`src/rtl/core/ddf_pkg.sv`:
```
package ddf_pkg;

    // request kinds
    typedef enum logic
    {
        CMD_VALUE = 1'b0,
        CMD_TIME  = 1'b1
    } cmd_t;

    localparam logic [3:0] GLYPH_BLANK    = 4'd10;
    localparam logic [3:0] TIME_POSITIONS = 4'd4;
    localparam logic [2:0] COLON_POSITION = 3'd2;
    localparam int         POS_LIMIT      = 8;
    localparam logic [6:0] PART_MAX       = 7'd99;

    // reciprocal of ten, exact for 32-bit operands with a shift of 35
    localparam logic [31:0] RECIP_TEN = 32'hCCCC_CCCD;
    localparam int          RECIP_SHIFT = 35;

    // classified request as held between front and back
    typedef struct packed {
        cmd_t        mode;
        logic [3:0]  count;
        logic [31:0] data;
    } ddf_entry_t;

    // one position write
    typedef struct packed {
        logic [2:0] position;
        logic [3:0] glyph;
        logic       aux_write;
        logic       aux_on;
        logic       last;
    } ddf_result_t;

endpackage

```
`src/rtl/core/ddf_front.sv`:
```
module ddf_front #(
    parameter int MAX_DIGITS = 8
) (
    input  logic                clk,
    input  logic                rst_n,
    input  logic                cfg_valid,
    input  logic [3:0]          cfg_data,
    input  logic                command,
    input  logic [31:0]         value,
    input  logic [6:0]          first_part,
    input  logic [6:0]          second_part,
    output logic                keep,
    output ddf_pkg::ddf_entry_t entry
);
    import ddf_pkg::*;

    localparam int COUNT_LIMIT = (MAX_DIGITS < POS_LIMIT) ? MAX_DIGITS : POS_LIMIT;

    logic [3:0]  digit_count_reg;
    logic [3:0]  count_lim;
    logic [6:0]  part_a;
    logic [6:0]  part_b;
    logic [14:0] prod_a;
    logic [14:0] prod_b;
    logic [3:0]  tens_a;
    logic [3:0]  ones_a;
    logic [3:0]  tens_b;
    logic [3:0]  ones_b;
    logic [3:0]  glyph_tens_a;

    // digit count register
    always_ff @(posedge clk or negedge rst_n)
    begin
        if (!rst_n)
        begin
            digit_count_reg <= 4'd4;
        end
        else if (cfg_valid)
        begin
            digit_count_reg <= cfg_data;
        end
    end

    // clamp the count to the display limit
    always_comb
    begin
        if (digit_count_reg > 4'(COUNT_LIMIT))
        begin
            count_lim = 4'(COUNT_LIMIT);
        end
        else
        begin
            count_lim = digit_count_reg;
        end
    end

    // saturate time parts and split into tens and ones (x * 205 >> 11)
    always_comb
    begin
        part_a       = (first_part > PART_MAX) ? PART_MAX : first_part;
        part_b       = (second_part > PART_MAX) ? PART_MAX : second_part;
        prod_a       = 15'(part_a) * 15'd205;
        prod_b       = 15'(part_b) * 15'd205;
        tens_a       = prod_a[14:11];
        tens_b       = prod_b[14:11];
        ones_a       = part_a[3:0] - 4'({tens_a, 3'b000} + {tens_a, 1'b0});
        ones_b       = part_b[3:0] - 4'({tens_b, 3'b000} + {tens_b, 1'b0});
        glyph_tens_a = (part_a >= 7'd10) ? tens_a : GLYPH_BLANK;
    end

    // build the queue entry, value requests with no positions are dropped
    always_comb
    begin
        if (cmd_t'(command) == CMD_TIME)
        begin
            entry.mode  = CMD_TIME;
            entry.count = TIME_POSITIONS;
            entry.data  = {16'd0, glyph_tens_a, ones_a, tens_b, ones_b};
            keep        = 1'b1;
        end
        else
        begin
            entry.mode  = CMD_VALUE;
            entry.count = count_lim;
            entry.data  = value;
            keep        = (count_lim != 4'd0);
        end
    end

endmodule

```
`config.mk`:
```
export PLATFORM = sky130hd
export DESIGN_NAME = ddf_front
export DESIGN_NICKNAME = d
export VERILOG_FILES = /design/src/rtl/core/ddf_pkg.sv /design/src/rtl/core/ddf_front.sv
export SDC_FILE = /design/constraint.sdc
export NUM_CORES = 1
export LEC_CHECK = 0
export ABC_AREA = 0
export BUFFER_PORTS_ARGS = -buffer_cell sky130_fd_sc_hd__clkbuf_2
export CAP_MARGIN = 5
export CELL_PAD_IN_SITES_DETAIL_PLACEMENT = 1
export CELL_PAD_IN_SITES_GLOBAL_PLACEMENT = 1
export CORE_ASPECT_RATIO = 0.5
export CORE_MARGIN = 1
export CORE_UTILIZATION = 38
export DETAILED_ROUTE_END_ITERATION = 12
export PLACE_DENSITY = 0.83
export SYNTH_ARGS = -nofsm -noshare
export SYNTH_HDL_FRONTEND = slang
export SYNTH_SLANG_ARGS = --single-unit
```
`constraint.sdc`:
```
create_clock -name clk -period 11.1 [get_ports clk]
set_clock_uncertainty 0.15 [all_clocks]
set_input_delay 2.775 -clock clk [delete_from_list [all_inputs] [get_ports clk]]
set_output_delay 2.775 -clock clk [all_outputs]
set_load 0.01 [all_outputs]
```
* Word level (Yosys, flattened, before mapping)
Cells that the tools add are included.
Cells by class: $add $sub $neg 4, $mul 2, magnitude comparators 4, multiplexer cells 6, reduce and logical (&&, ||, !) cells 1
Operators by type and width (number):
- 37-bit two-way mux | 1
- 7-bit by 8-bit multiplier with 15-bit output, second input constant | 2
- 7-bit > comparator, second input constant | 2
- 7-bit two-way mux | 2
- 4-bit adder | 2
- 4-bit two-way mux | 2
- 4-bit subtractor | 2
- 7-bit by 4-bit >= comparator with 1-bit output, second input constant | 1
- 4-bit > comparator, second input constant | 1
- 4-bit nonzero test | 1
- 1-bit two-way mux | 1
Storage, ports and cells: register bits 4, input bits 54, logic and storage cells 18

* Logic depth before layout (Yosys ltp)
depth after elaboration 6, gate-level depth with buffers 22

* Least setup slack after synthesis
Ideal clock, no wire load.
path type input port to output port, start point input first_part[4], end point output entry[11] in the netlist's numbering, arrival time 7659 ps, data required time 8175 ps, slack 516 ps, stages 20, buffers on the path 0, cell sequence o311a_1 -> nor2_1 -> inv_1 -> ha_1 -> inv_1 -> fa_1 -> inv_1 -> fa_1 -> ha_1 -> ha_1 -> and4_1 -> and2_1 -> a221o_1 -> nor2_1 -> xnor2_1 -> ha_1 -> and2_1 -> or4_1 -> a2111oi_0 -> nand3b_1
RTL lines:
- from (decl) | RTL line ddf_front.sv:10 | input logic [6:0] first_part,
- to (decl) | RTL line ddf_front.sv:13 | output ddf_pkg::ddf_entry_t entry

==> flow_summary.json <==
{
  "cap_viol_max_count": 0,
  "pin_count_of_the_biggest_net_entering_global_routing": 37,
  "largest_reg_flops": 4,
  "routed_wirelength_um": 7121,
  "synth_top_area_share_pct": 37.04,
  "grt_pass1_wl_um": 11940,
  "comb_power_share_pct": 81.8,
  "cts_num_sinks": 4,
  "finalCritPeriodShare_pct": 97.26,
  "multi_input_comb_area_sq_um": 2231,
  "grt_antenna_before_repair": 0,
  "total_setup_violations_reported_at_the_end_of_the_flow": 0,
  "drt_pass1_iterations": 6,
  "gr-usage-met3_pct": 0.4771,
  "avgRoutedWirePerCell_um": 14.96,
  "p_clk_share_pct": 13.9,
  "critPathKind": "in2out",
  "final.setup.tns_ps": 0,
  "fillers": 792,
  "drt_iter0_markers": 56,
  "drt.antenna.violating_nets": 0,
  "ioPinCount": 92,
  "finalWeightedCongestion": 0.8142,
  "worst_setup_path_end_kind": "output pin",
  "seq_power_share_pct": 4.2,
  "initial_core_utilization_pct": 40.88,
  "gr-usage-all-layers_pct": 20.64,
  "post-synth-top-area-cell": "sky130_fd_sc_hd__ha_1",
  "maximum_count_of_clock_buffers_along_a_single_path": 2,
  "worstSetupStartpointType": "input port",
  "holdWs_ps": 419.1,
  "yosysSeqAreaShare_pct": 3.947,
  "critPathRequiredTime_ps": 8180,
  "tightest_slew_ps": 738.4,
  "cts.reportedPaths.clkPinSlew_ps": 30,
  "dieArea_sq_um": 7109,
  "synth-seq-cells": 4,
  "whs_path_depth": 1,
  "syn_avg_cell_area_sq_um": 8.703,
  "drcViolationCount": 0,
  "leak_nw": 1.824,
  "grt_util_met1_pct": 22.13,
  "power.internal_mw": 0.2181,
  "rel_slew_slack_pct": 50.77,
  "p_per_area_nw_per_um2": 129.0,
  "synth_area_sq_um": 2567,
  "number_of_max_slew_violations_in_the_final_report": 0,
  "via_count": 2390,
  "hold_violations": 0,
  "worst_hold_path_type": "reg2reg",
  "global_route.peak_usage_layer": "met2",
  "swShare_pct": 47.39,
  "placement.setup.worst_slack_ps": 187.4,
  "grt_pass1_vias": 2668,
  "rows": 20,
  "area_delta_synth_final_pct": 25.15,
  "max_freq_mhz": 92.63,
  "grt_overflow_total": 0,
  "clock_insertion_delay_worst_skew_ps": 220,
  "power.net_switching_mw": 0.1965,
  "setup_repair_after_global_routing_missed_its_margin": "no",
  "critical_path.max_fanout": 4,
  "hpwlAfterDp_um": 6495,
  "postSynthNetCount": 441,
  "die_span_in_x_um": 118.2,
  "synth_cell_type_count": 53,
  "insertedDiodeCount": 0,
  "final.setup.worst_slack_ps": 304.0,
  "yosys-top-cells-area": "sky130_fd_sc_hd__ha_1 (37%), sky130_fd_sc_hd__fa_1 (12%), sky130_fd_sc_hd__inv_1 (6.7%), sky130_fd_sc_hd__nor2b_1 (4.1%), sky130_fd_sc_hd__mux2_2 (3.9%)",
  "cts_htree_levels": 1,
  "grt_use_met2_pct": 46.64,
  "critPathArrivalTime_ps": 7870,
  "period_needed_ps": 10800,
  "dieHeight_um": 60.13,
  "final_net_count": 535,
  "dominantRegCellSynth": "sky130_fd_sc_hd__dfrtp_1",
  "ff2ff_path_depth": 1,
  "number_of_buffers_added_to_fix_hold_violations_after_cts": 0,
  "viasPerCell": 5.021,
  "status": "completed",
  "synthArstFlopShare_pct": 100.0,
  "cts-root-buf": "sky130_fd_sc_hd__clkbuf_16",
  "yosysWarnings": 0,
  "drive_gt1_share_pct": 32.47,
  "synth-edff-count": 0,
  "synthesis.instances": 295,
  "tritoncts": "done",
  "core_area_sq_um": 6281,
  "port_buffers": 91,
  "register_area_sq_um": 101.3,
  "ir_worst_vdd_mv": 0.05685,
  "tritoncts_buffer_count": 3
}
## final timing paths
| path | startpoint | to | slack, ps |
|---|---|---|---|
| worst max-delay path | first_part[4] | entry[11] | 300 |
| worst min-delay path | digit_count_reg[1] | digit_count_reg[1] | 420 |
| worst max register to register | digit_count_reg[0] | digit_count_reg[0] | 10150 |
| worst min register to register | digit_count_reg[1] | digit_count_reg[1] | 420 |
| max in group asynchronous | rst_n | digit_count_reg[2] | 8390 |
| min in group asynchronous | rst_n | digit_count_reg[3] | 2200 |
## through the flow
stage               cell area, sq um  util, %  total power [mW]  std cells
floorplan                       2567        -            0.2515        295
global placement                3118    49.64            0.3307        471
detailed placement              3118    49.64            0.3529        471
CTS                             3197    50.90            0.4136        475
global route                    3213    51.16            0.4637        476
finish                          3213    51.16            0.4146        476
## power by group through the flow
stage	combinational [mW]	clock, mW	sequential (mW)
6_report	0.339	0.0578	0.0176
3_3_place_gp	0.313	0	0.0175
5_1_grt	0.386	0.0602	0.0178
4_1_cts	0.337	0.0588	0.0176
2_1_floorplan	0.234	0	0.0172
3_5_place_dp	0.335	0	0.0177
## worst max-delay path, cell delays in order
cell	delay, ps
sky130_fd_sc_hd__clkbuf_2	90
sky130_fd_sc_hd__o311a_1	380
sky130_fd_sc_hd__nor2_2	120
sky130_fd_sc_hd__inv_1	70
sky130_fd_sc_hd__ha_1	300
sky130_fd_sc_hd__inv_1	60
sky130_fd_sc_hd__fa_1	350
sky130_fd_sc_hd__inv_1	90
sky130_fd_sc_hd__fa_1	430
sky130_fd_sc_hd__ha_1	330
sky130_fd_sc_hd__ha_1	320
sky130_fd_sc_hd__and4_1	250
sky130_fd_sc_hd__and2_1	160
sky130_fd_sc_hd__a221o_1	320
sky130_fd_sc_hd__nor2_1	120
sky130_fd_sc_hd__xnor2_1	160
sky130_fd_sc_hd__ha_1	280
sky130_fd_sc_hd__and2_1	150
sky130_fd_sc_hd__or4_1	510
sky130_fd_sc_hd__a2111oi_2	300
sky130_fd_sc_hd__nand3b_1	150
sky130_fd_sc_hd__clkbuf_2	140
## Yosys cell counts (3+ instances only)
cell                        n
sky130_fd_sc_hd__dfrtp_1    3
sky130_fd_sc_hd__o21ai_0    6
sky130_fd_sc_hd__or2_2      3
sky130_fd_sc_hd__and2_1     6
sky130_fd_sc_hd__xnor2_1    8
sky130_fd_sc_hd__nor3_1     6
sky130_fd_sc_hd__ha_1      76
sky130_fd_sc_hd__nand2_1   11
sky130_fd_sc_hd__nor2b_1   17
sky130_fd_sc_hd__o31ai_1    4
sky130_fd_sc_hd__nand3_1    5
sky130_fd_sc_hd__fa_1      16
sky130_fd_sc_hd__clkbuf_1   4
sky130_fd_sc_hd__inv_1     46
sky130_fd_sc_hd__mux2_2     9
sky130_fd_sc_hd__a21oi_1    9
sky130_fd_sc_hd__nor2_1    14
sky130_fd_sc_hd__a31oi_1    4
## layout by cell type, fill, tap and decap left out, types with 3 or more instances in the layout
| cell | n |
|---|---|
| sky130_fd_sc_hd__clkbuf_2 | 91 |
| sky130_fd_sc_hd__o21ai_0 | 6 |
| sky130_fd_sc_hd__xnor2_1 | 8 |
| sky130_fd_sc_hd__mux2_2 | 9 |
| sky130_fd_sc_hd__ha_1 | 76 |
| sky130_fd_sc_hd__or2_2 | 3 |
| sky130_fd_sc_hd__a21oi_1 | 9 |
| sky130_fd_sc_hd__nand2_1 | 11 |
| sky130_fd_sc_hd__a31oi_1 | 4 |
| sky130_fd_sc_hd__fa_1 | 16 |
| sky130_fd_sc_hd__o31ai_1 | 4 |
| sky130_fd_sc_hd__nor2_1 | 13 |
| sky130_fd_sc_hd__dfrtp_1 | 3 |
| sky130_fd_sc_hd__buf_4 | 7 |
| sky130_fd_sc_hd__clkbuf_16 | 3 |
| sky130_fd_sc_hd__nand3_1 | 5 |
| sky130_fd_sc_hd__nor2b_1 | 17 |
| sky130_fd_sc_hd__and2_1 | 6 |
| sky130_fd_sc_hd__nor3_1 | 6 |
| sky130_fd_sc_hd__inv_1 | 46 |
## cell type report
type | instances | area share (%)
Inverter | 49 | 5.724
Tap cell | 88 | 3.427
Multi-Input combinational cell | 233 | 69.43
Sequential cell | 4 | 3.154
Timing Repair Buffer | 98 | 15.81
Clock buffer | 4 | 2.453
## metal layers
metal | routed length [um] | share of wire (%)
met3 | 42 | 0.59
met1 | 2957 | 42
met5 | 0 | 0
met2 | 4099 | 58
met4 | 21 | 0.29
## cells by family after synthesis
| kind of cell | share of synthesized area, % |
|---|---|
| fa+ha+maj | 49.51 |
| simple gates | 16.08 |
| buf+inv | 9.503 |
| compound gates | 13.60 |
| xor+xnor | 3.412 |
| mux | 3.947 |
| flops | 3.947 |
## repair_timing
item,in CTS,in global routing
setup buffers,0,1
setup endpoints to repair,0,1
gates resized for setup,0,3
(Power assumes the default switching activity.)
