--- src/rtl/core/ddf_pkg.sv ---
package ddf_pkg;

    // request kinds
    typedef enum logic
    {
        CMD_VALUE = 1'b0,
        CMD_TIME  = 1'b1
    } cmd_t;

    localparam logic [3:0] GLYPH_BLANK    = 4'd10;
    localparam logic [3:0] TIME_POSITIONS = 4'd4;
    localparam logic [2:0] COLON_POSITION = 3'd2;
    localparam int         POS_LIMIT      = 8;
    localparam logic [6:0] PART_MAX       = 7'd99;

    // reciprocal of ten, exact for 32-bit operands with a shift of 35
    localparam logic [31:0] RECIP_TEN = 32'hCCCC_CCCD;
    localparam int          RECIP_SHIFT = 35;

    // classified request as held between front and back
    typedef struct packed {
        cmd_t        mode;
        logic [3:0]  count;
        logic [31:0] data;
    } ddf_entry_t;

    // one position write
    typedef struct packed {
        logic [2:0] position;
        logic [3:0] glyph;
        logic       aux_write;
        logic       aux_on;
        logic       last;
    } ddf_result_t;

endpackage

--- src/rtl/core/ddf_queue.sv ---
module ddf_queue (
    input  logic                clk,
    input  logic                rst_n,
    input  logic                wr_en,
    input  ddf_pkg::ddf_entry_t wr_entry,
    input  logic                rd_en,
    output logic                full,
    output logic                rd_valid,
    output ddf_pkg::ddf_entry_t rd_entry
);
    import ddf_pkg::*;

    ddf_entry_t entries_reg [2];
    logic       wr_ptr_reg;
    logic       wr_ptr_next;
    logic       rd_ptr_reg;
    logic       rd_ptr_next;
    logic [1:0] count_reg;
    logic [1:0] count_next;

    assign full     = (count_reg == 2'd2);
    assign rd_valid = (count_reg != 2'd0);
    assign rd_entry = entries_reg[rd_ptr_reg];

    // pointer and fill count update
    always_comb
    begin
        wr_ptr_next = wr_en ? ~wr_ptr_reg : wr_ptr_reg;
        rd_ptr_next = rd_en ? ~rd_ptr_reg : rd_ptr_reg;
        count_next  = count_reg + 2'(wr_en) - 2'(rd_en);
    end

    always_ff @(posedge clk or negedge rst_n)
    begin
        if (!rst_n)
        begin
            wr_ptr_reg <= 1'b0;
            rd_ptr_reg <= 1'b0;
            count_reg  <= 2'd0;
        end
        else
        begin
            wr_ptr_reg <= wr_ptr_next;
            rd_ptr_reg <= rd_ptr_next;
            count_reg  <= count_next;
        end
    end

    // entry storage
    always_ff @(posedge clk)
    begin
        if (wr_en)
        begin
            entries_reg[wr_ptr_reg] <= wr_entry;
        end
    end

endmodule

--- config.mk ---
export PLATFORM = sky130hd
export DESIGN_NAME = ddf_queue
export DESIGN_NICKNAME = d
export VERILOG_FILES = /design/src/rtl/core/ddf_pkg.sv /design/src/rtl/core/ddf_queue.sv
export SDC_FILE = /design/constraint.sdc
export NUM_CORES = 1
export LEC_CHECK = 0
export BUFFER_PORTS_ARGS = -buffer_cell sky130_fd_sc_hd__buf_2
export CORE_MARGIN = 5
export CORE_UTILIZATION = 35
export CTS_CLUSTER_DIAMETER = 30
export DETAILED_ROUTE_END_ITERATION = 16
export GPL_TIMING_DRIVEN = 0
export MAX_ROUTING_LAYER = met4
export PLACE_DENSITY = 0.67
export SYNTH_ARGS = -nofsm -noshare
export SYNTH_HDL_FRONTEND = slang
export SYNTH_SLANG_ARGS = --single-unit
--- constraint.sdc ---
create_clock -name clk -period 2.7 [get_ports clk]
set_clock_uncertainty 0.2 [all_clocks]
set_input_delay 0.135 -clock clk [delete_from_list [all_inputs] [get_ports clk]]
set_output_delay 0.135 -clock clk [all_outputs]
set_load 0.01 [all_outputs]
; Yosys cells after proc, flatten, opt, wreduce, memory -nomap -nowiden
; Memory sizes are Yosys's and may differ from the RTL's.
; Index checks and enable logic that the tools add are counted.
[op_classes]
n_addsub = 2
eq_ne = 1
mux = 2
bitwise_logic = 2
reduce_logical = 1
[ops]
columns = operator, count
row1 = 2-bit by 1-bit adder with 2-bit output, 1
row2 = 2-bit equality test (second input constant), 1
row3 = 1-bit 2-to-1 mux, 2
row4 = 1-bit inverter, 2
row5 = 2-bit nonzero test, 1
row6 = 2-bit by 1-bit subtractor with 2-bit output, 1
[word_totals]
ff_bits = 4
ramBits = 74
input_bits = 41
wordCells = 12
memories = 1
[memory_table]
columns = name, words, width, rd, rd_clocked_by_memory_dff, wr, line
row1 = entries_reg, 2, 37, 1, 0, 1, ddf_queue.sv:13  ; ddf_entry_t entries_reg [2];

; Depth between registers and ports, before layout
; Gate-level depths: netlist of the first run.
[depth]
depth_word = 2
mapped_depth = 5

; Worst setup path after synthesis of the first run
; No wires, ideal clock.
[synth_path]
kind = register to register
start = reg wr_ptr_reg
end = mem entries_reg[0][0] in the netlist's numbering, enable pin
setup_ns = 0.436
arrival_ns = 2.061
t_required_ns = 2.064
setup_slack_ns = 0.003
stages_incl_launch_ff = 2
synth_period_minus_slack_ns = 2.697
path_cell_list = dfrtp_1 > nor2b_1
[synth_lines]
columns = item, line
row1 = start: declaration, ddf_queue.sv:14  ; logic wr_ptr_reg;
row2 = start signal: assignment, ddf_queue.sv:43  ; wr_ptr_reg <= wr_ptr_next;
row3 = end: declaration, ddf_queue.sv:13
; No word-level cell before the write port.

==> results of run 1 <==
power breakdown:
part | internal [mW] | leakage, nW | switching, mW | total [mW]
clock network | 0.441 | 0.103 | 0.444 | 0.885
registers | 1.61 | 0.741 | 0.0696 | 1.68
logic | 0.690 | 0.821 | 0.604 | 1.29
total | 2.74 | 1.66 | 1.12 | 3.86
cell usage after synthesis (all sizes together):
cell type | number | area [µm²]
ha | 2 | 25.0
or2 | 1 | 6.26
xor3 | 1 | 23.8
inv | 2 | 7.51
and2 | 1 | 6.26
xor2 | 2 | 17.5
buf | 4 | 38.8
mux2 | 37 | 492
edfxtp | 74 | 2220
nor2b | 2 | 12.5
dfrtp | 4 | 100
through the flow:
step                std cells  utilization, %  cell area [µm²]  TNS [ns]  worst slack [ns]
floorplan                 130               -             2950         0           0.00299
finish                    373            50.5             4150         0             0.843
global route              373            50.5             4150         0             0.754
CTS                       373            50.5             4150         0             0.795
global placement          314            42.3             3480    -37.39             -1.01
detailed placement        316            43.0             3530         0             0.953
what timing repair did:
| item | in CTS | in global routing |
|---|---|---|
| hold endpoints to repair | 81 | 0 |
| setup buffers | 0 | 0 |
| hold buffers | 41 | 0 |
| resized for setup | 0 | 0 |
final timing paths:
kind	from	to	cells past startpoint
hold reg to reg	wr_ptr_reg$_DFFE_PN0P_	wr_ptr_reg$_DFFE_PN0P_	1
setup / recovery	rd_ptr_reg$_DFFE_PN0P_	rd_entry[12]	4
setup reg to reg	wr_ptr_reg$_DFFE_PN0P_	entries_reg[0][12]$_DFFE_PP_	2
hold / removal	wr_entry[5]	entries_reg[0][5]$_DFFE_PP_	2
max in group asynchronous	rst_n	rd_ptr_reg$_DFFE_PN0P_	3
min in group asynchronous	rst_n	count_reg[0]$_DFF_PN0_	3
metal layers:
| layer | global-route usage (%) | vias up | share of wire (%) |
|---|---|---|---|
| met3 | 2.94 | 11 | 6.3 |
| li1 | - | 773 | - |
| met4 | 5.75 | 0 | 1.7 |
| met5 | - | - | 0 |
| met1 | 12.4 | 748 | 40 |
| met2 | 20.0 | 59 | 52 |
final cells by class:
type | instances | share of cell area, %
Sequential cell | 78 | 56.0
Timing Repair Buffer | 122 | 20.6
Multi-Input combinational cell | 46 | 14.3
Tap cell | 105 | 3.17
Clock buffer | 9 | 2.99
Clock inverter | 7 | 1.93
Buffer | 4 | 0.935
Inverter | 2 | 0.181
cell families after synthesis:
| kind of cell | after synthesis |
|---|---|
| muxes | 37 |
| xor gates and xnor gates | 3 |
| buffers and inverters | 6 |
| adders and majority gates | 2 |
| and+or+nand+nor | 4 |
| DFF | 78 |
==> impl_metrics.toml, run 1 <==
[timing]
final-setup-viol-count = 0
finalHoldViolations = 0
grt_setup_unrepaired = "no"
tightest_slew_ns = 0.646
whs_ns = 0.307
fmax_ghz = 0.539
report.final.slew_viol_count = 0
finalCritPeriodShare_pct = 68.8
fin_crit_ns = 1.86
slew_headroom_pct = 56.8

[routing]
vias = 1591
drc = 0
drt-total-wl_um = 5430
vias_per_cell = 4.27
route.antenna.remaining_nets = 0
dr.pass1.iters = 4
drtIter0Drc = 22
drt-wirelength-per-cell_um = 14.6

[worst_setup_path]
crit_fanout = 10
crit_slowest_cell = "dfrtp_1"
startpoint_type = "flop"
cp.required_ns = 2.37
crit_chain = "buf_6, buf_6, mux2_4, buf_2"
crit_buf_inv = 3
path_class = "reg -> out"
end_kind = "primary output"
r2r_setup_slack_ns = 0.99
max_stage_delay_ns = 0.36
crit_family = "buffers and inverters"
crit_path_frequent_cell = "buf_6"
cp.arrival_ns = 1.52

[clock_network]
cts_tree = "yes"
cts.clk_slew.worst_paths_ns = 0.09
clock-sinks = 78
numCtsBuffers = 9
cts_buffer_depth = 2
cts-root-buf = "clkbuf_8"
clock_latency_ns = 0.34
h-tree-depth = 3

[floorplanning]
dieWidth_um = 102
rows = 33
io_pins = 80
fp.coreArea_mm2 = 0.00822
dieHeight_um = 102
start_util_pct = 35.9
die_area_mm2 = 0.0104

[final_layout]
syn_to_final_growth_pct = 40.6
layout_common_cells = "buf_2 (80), edfxtp_1 (74), dlygate4sd3_1 (41)"
largest_reg_flops = 74
nets = 306
final_common_cell = "buf_2"
n_antenna_cell = 0
n_fill_cell = 687
drive_gt1_share_pct = 52.6
multi_input_area_um2 = 592
sequential_cell_area_mm2 = 0.00232

[global_routing]
antenna_found_initial = 0
track_usage_pct = 11.6
grt_pass1_wl_um = 8500
grt_max_degree = 33
overflow = 0
grt_pass1_vias = 1740

[power_and_ir_drop]
irDropWorstVdd_uv = 409
powerDensity_mw_per_mm2 = 930
leakage_nw = 1.66
total_power_mw = 3.86

[place]
port_buffers = 79
dp_hpwl_um = 3550
gp_congestion = 0.672

[synth]
synth_compound_area_share_pct = 0
synth_adder_area_share_pct = 0.848
synth-seq-area-share_pct = 78.7
avgSynthCellArea_um2 = 22.7
yosysUniqueCellTypes = 13
ys_ff_latch = 78
syn_inst = 130
synth_top_family_by_area = "multiplexers"
synth_mux_area_share_pct = 16.7
syn-num-nets = 173
ys.warnings.count = 0
synth_area_mm2 = 0.00295
synth_simple_gate_area_share_pct = 0.848
yosys.area_share.xor_xnor_pct = 1.40

[worst_hold_path]
hp-class = "in -> reg"

[status]
status = "finished clean"

[job]
cap_violations = 0
Power figures use the tool's default switching activity.
==> run 2, diff against run 1 <==
- ABC_AREA: default -> 1
- clock period: 2.7 -> 1.5 ns (I/O delays scaled with it)
==> run 2 against run 1 <==
  * The run now ends with negative setup slack left
  * Largest cell class unchanged
  * Critical path depth stayed put
  * Die area is 0.38% higher
  * Register-to-register slack worse by 0.89 ns
  * Synthesized cell count is 68% higher
  * Critical endpoint is now rd_entry[34]
  * Power is 96% higher
  * Count of clock-buffer cells in the layout is 2 higher
  * Highest routed layer unchanged
  * Core utilization is 3.6 points higher
  * First-iteration DRC count is 140% higher
  * Sequential power is 83% higher
==> impl_metrics.toml, run 2 <==
[status]
status = "finished with violations"
violations = "negative setup slack"

[global_routing]
grt_pass1_vias = 2101
grt_pass1_wl_um = 9730
overflow = 0
track_usage_pct = 12.9
antenna_found_initial = 0
grt_max_degree = 20

[final_layout]
layout_common_cells = "buf_2 (78), edfxtp_1 (74), inv_1 (43)"
n_antenna_cell = 0
n_fill_cell = 692
nets = 407
syn_to_final_growth_pct = 50.0
final_common_cell = "buf_2"
largest_reg_flops = 74
stdcell_area_mm2 = 0.00445
drive_gt1_share_pct = 39.8

[timing]
grt_setup_unrepaired = "yes"
totalNegativeSetupSlack_ns = -4.14
slew_headroom_pct = 84.8
tightest_slew_ns = 0.227
fmax_ghz = 0.605
final-setup-viol-count = 37
finalHoldViolations = 0
report.final.slew_viol_count = 0
finalCritPeriodShare_pct = 110
fin_ws_ns = -0.152
fin_crit_ns = 1.65

[place]
gp_congestion = 0.644
port_buffers = 79
placed_area_mm2 = 0.00350
dp_hpwl_um = 3730

[floorplanning]
start_util_pct = 36.1
die_area_mm2 = 0.0104
fp.coreArea_mm2 = 0.00822
io_pins = 80
rows = 33
dieWidth_um = 102
dieHeight_um = 102

[clock_network]
cts-root-buf = "clkbuf_8"
clock_latency_ns = 0.33
cts_buffer_depth = 2
cts_tree = "yes"
cts.clk_slew.worst_paths_ns = 0.08
clock-sinks = 78
h-tree-depth = 3
numCtsBuffers = 9

[synth]
synth_area_mm2 = 0.00296
async_flop_share_pct = 5.13
syn_inst = 218
netlist_top_cells_count = "edfxtp_1 (74), inv_1 (44), nand2_1 (44)"
synth-seq-area-share_pct = 78.3
syn-num-nets = 261
ys.warnings.count = 0
ys.flop_type = "edfxtp_1"
synth_area_leaders = "edfxtp_1 (75%), inv_1 (5.6%), nand2_1 (5.6%), o21ai_0 (4.1%), dfrtp_1 (3.4%)"
yosysMostFrequentCell = "edfxtp_1"
avgSynthCellArea_um2 = 13.6
ys_ff_latch = 78
yosysUniqueCellTypes = 13
yosys.area.top_type = "edfxtp_1"
synth_edf_count = 74
synth_top_cell_area_share_pct = 75.0

[routing]
drt-total-wl_um = 6500
drt-wirelength-per-cell_um = 13.8
drc = 0
drtIter0Drc = 52
dr_wl_met2_um = 3290
vias = 2046
met3_length_um = 303
highest_layer = "met4"
drt-met1-wl_um = 2840
route.antenna.remaining_nets = 0
dr.pass1.iters = 4
vias_per_cell = 4.33

[worst_hold_path]
hp-class = "in -> reg"

[worst_setup_path]
cp.required_ns = 1.22
r2r_setup_slack_ns = 0.10
timing.rr.end = "entries_reg[1][20]$_DFFE_PP_"
crit_end = "rd_entry[34]"
r2r.worst_path.cells = 3
end_kind = "primary output"
path_class = "reg -> out"
startpoint = "rd_ptr_reg$_DFFE_PN0P_"
crit-reg2reg-launch = "wr_ptr_reg$_DFFE_PN0P_"
cp.arrival_ns = 1.38
startpoint_type = "flop"
crit_fanout = 8

[power_and_ir_drop]
powerDensity_mw_per_mm2 = 1700
leakage_nw = 1.93
pwr-share-seq_pct = 40.7
irDropWorstVdd_uv = 901
pwr-share-comb_pct = 42.8
power.switching_mw = 2.58
p_int_mw = 4.97
clockPowerShare_pct = 16.4
p_sw_share_pct = 34.2

[job]
cap_violations = 0
-- run 2: changes by cell type after synthesis, sizes merged, moves of 2 or more --
cell    delta
inv       +42
mux2      -37
nor2b      -2
nor2       +2
clkbuf     +2
nand2     +44
o21ai     +37
buf        +2
-- run 2: logic make-up (layout without fill, tap and decap cells) --
kind of cell / count (synthesis) / after routing / share of synthesized area, %
simple gates: 47 / 48 / 5.99
fa+ha+maj: 2 / 2 / 0.844
xor+xnor: 2 / 2 / 0.591
buf+inv: 52 / 200 / 7.98
compound gates: 37 / 37 / 6.25
flops: 78 / 78 / 78.3
-- run 2: cell type report --
| class | instances | area [µm²] | share of cell area (%) |
|---|---|---|---|
| Sequential cell | 78 | 2320 | 52.3 |
| Timing Repair Buffer | 133 | 991 | 22.3 |
| Multi-Input combinational cell | 89 | 566 | 12.7 |
| Inverter | 44 | 169 | 3.80 |
| Clock buffer | 11 | 131 | 2.95 |
| Tap cell | 105 | 131 | 2.95 |
| Buffer | 8 | 113 | 2.53 |
| Clock inverter | 3 | 13.8 | 0.310 |
| Timing Repair inverter | 1 | 7.51 | 0.169 |
-- run 2: worst max-delay path: stages, from the launching register on --
cell,delay [ns]
dfrtp_2,0.44
buf_12,0.16
clkbuf_16,0.16
o21ai_4,0.15
buf_6,0.12
-- run 2: timing repair --
| item | CTS | global route |
|---|---|---|
| resized for setup | 21 | 56 |
| hold buffers | 41 | 0 |
| buffers inserted | 9 | 0 |
| pin swaps | 2 | 3 |
| endpoints found under the hold margin | 82 | 0 |
| setup endpoints to repair | 111 | 37 |
| cloned | 2 | 4 |
-- run 2: worst min-delay path by stage --
stage / startpoint / to / slack, ns / cells past startpoint
after floorplan: rst_n / count_reg[0]$_DFF_PN0_ / -0.42 / 0
after global placement: rst_n / count_reg[0]$_DFF_PN0_ / -0.31 / 1
after detailed placement: rst_n / count_reg[0]$_DFF_PN0_ / -0.31 / 1
after CTS: wr_entry[26] / entries_reg[1][26]$_DFFE_PP_ / 0.24 / 2
after global routing: wr_entry[32] / entries_reg[0][32]$_DFFE_PP_ / 0.26 / 2
final: wr_entry[27] / entries_reg[0][27]$_DFFE_PP_ / 0.26 / 2
-- run 2: stage by stage --
stage          utilization [%]  hold WS (ns)  worst slack [ns]  instances  power, mW
2_1_floorplan                -        -0.421           -0.0961        218       4.37
3_3_place_gp              42.7        -0.315            -0.466        402       5.30
3_5_place_dp              42.7        -0.314            -0.515        402       5.35
4_1_cts                   51.1         0.242            -0.144        468       6.98
5_1_grt                   54.1         0.261            -0.233        472       8.02
6_report                  54.1         0.263            -0.152        472       7.54
-- run 2: metal layers --
metal  global-route usage (%)  vias to the layer above
li1                         -                     1020
met1                     14.6                      963
met2                     22.4                       55
met3                     2.66                        8
met4                     5.15                        0
met5                        -                        -
-- run 2: power groups by stage --
stage / clock network (mW) / logic, mW / registers, mW
global placement: 0 / 2.24 / 3.06
CTS: 1.29 / 2.64 / 3.04
floorplan: 0 / 1.32 / 3.05
detailed placement: 0 / 2.27 / 3.08
finish: 1.24 / 3.23 / 3.07
global route: 1.37 / 3.54 / 3.11
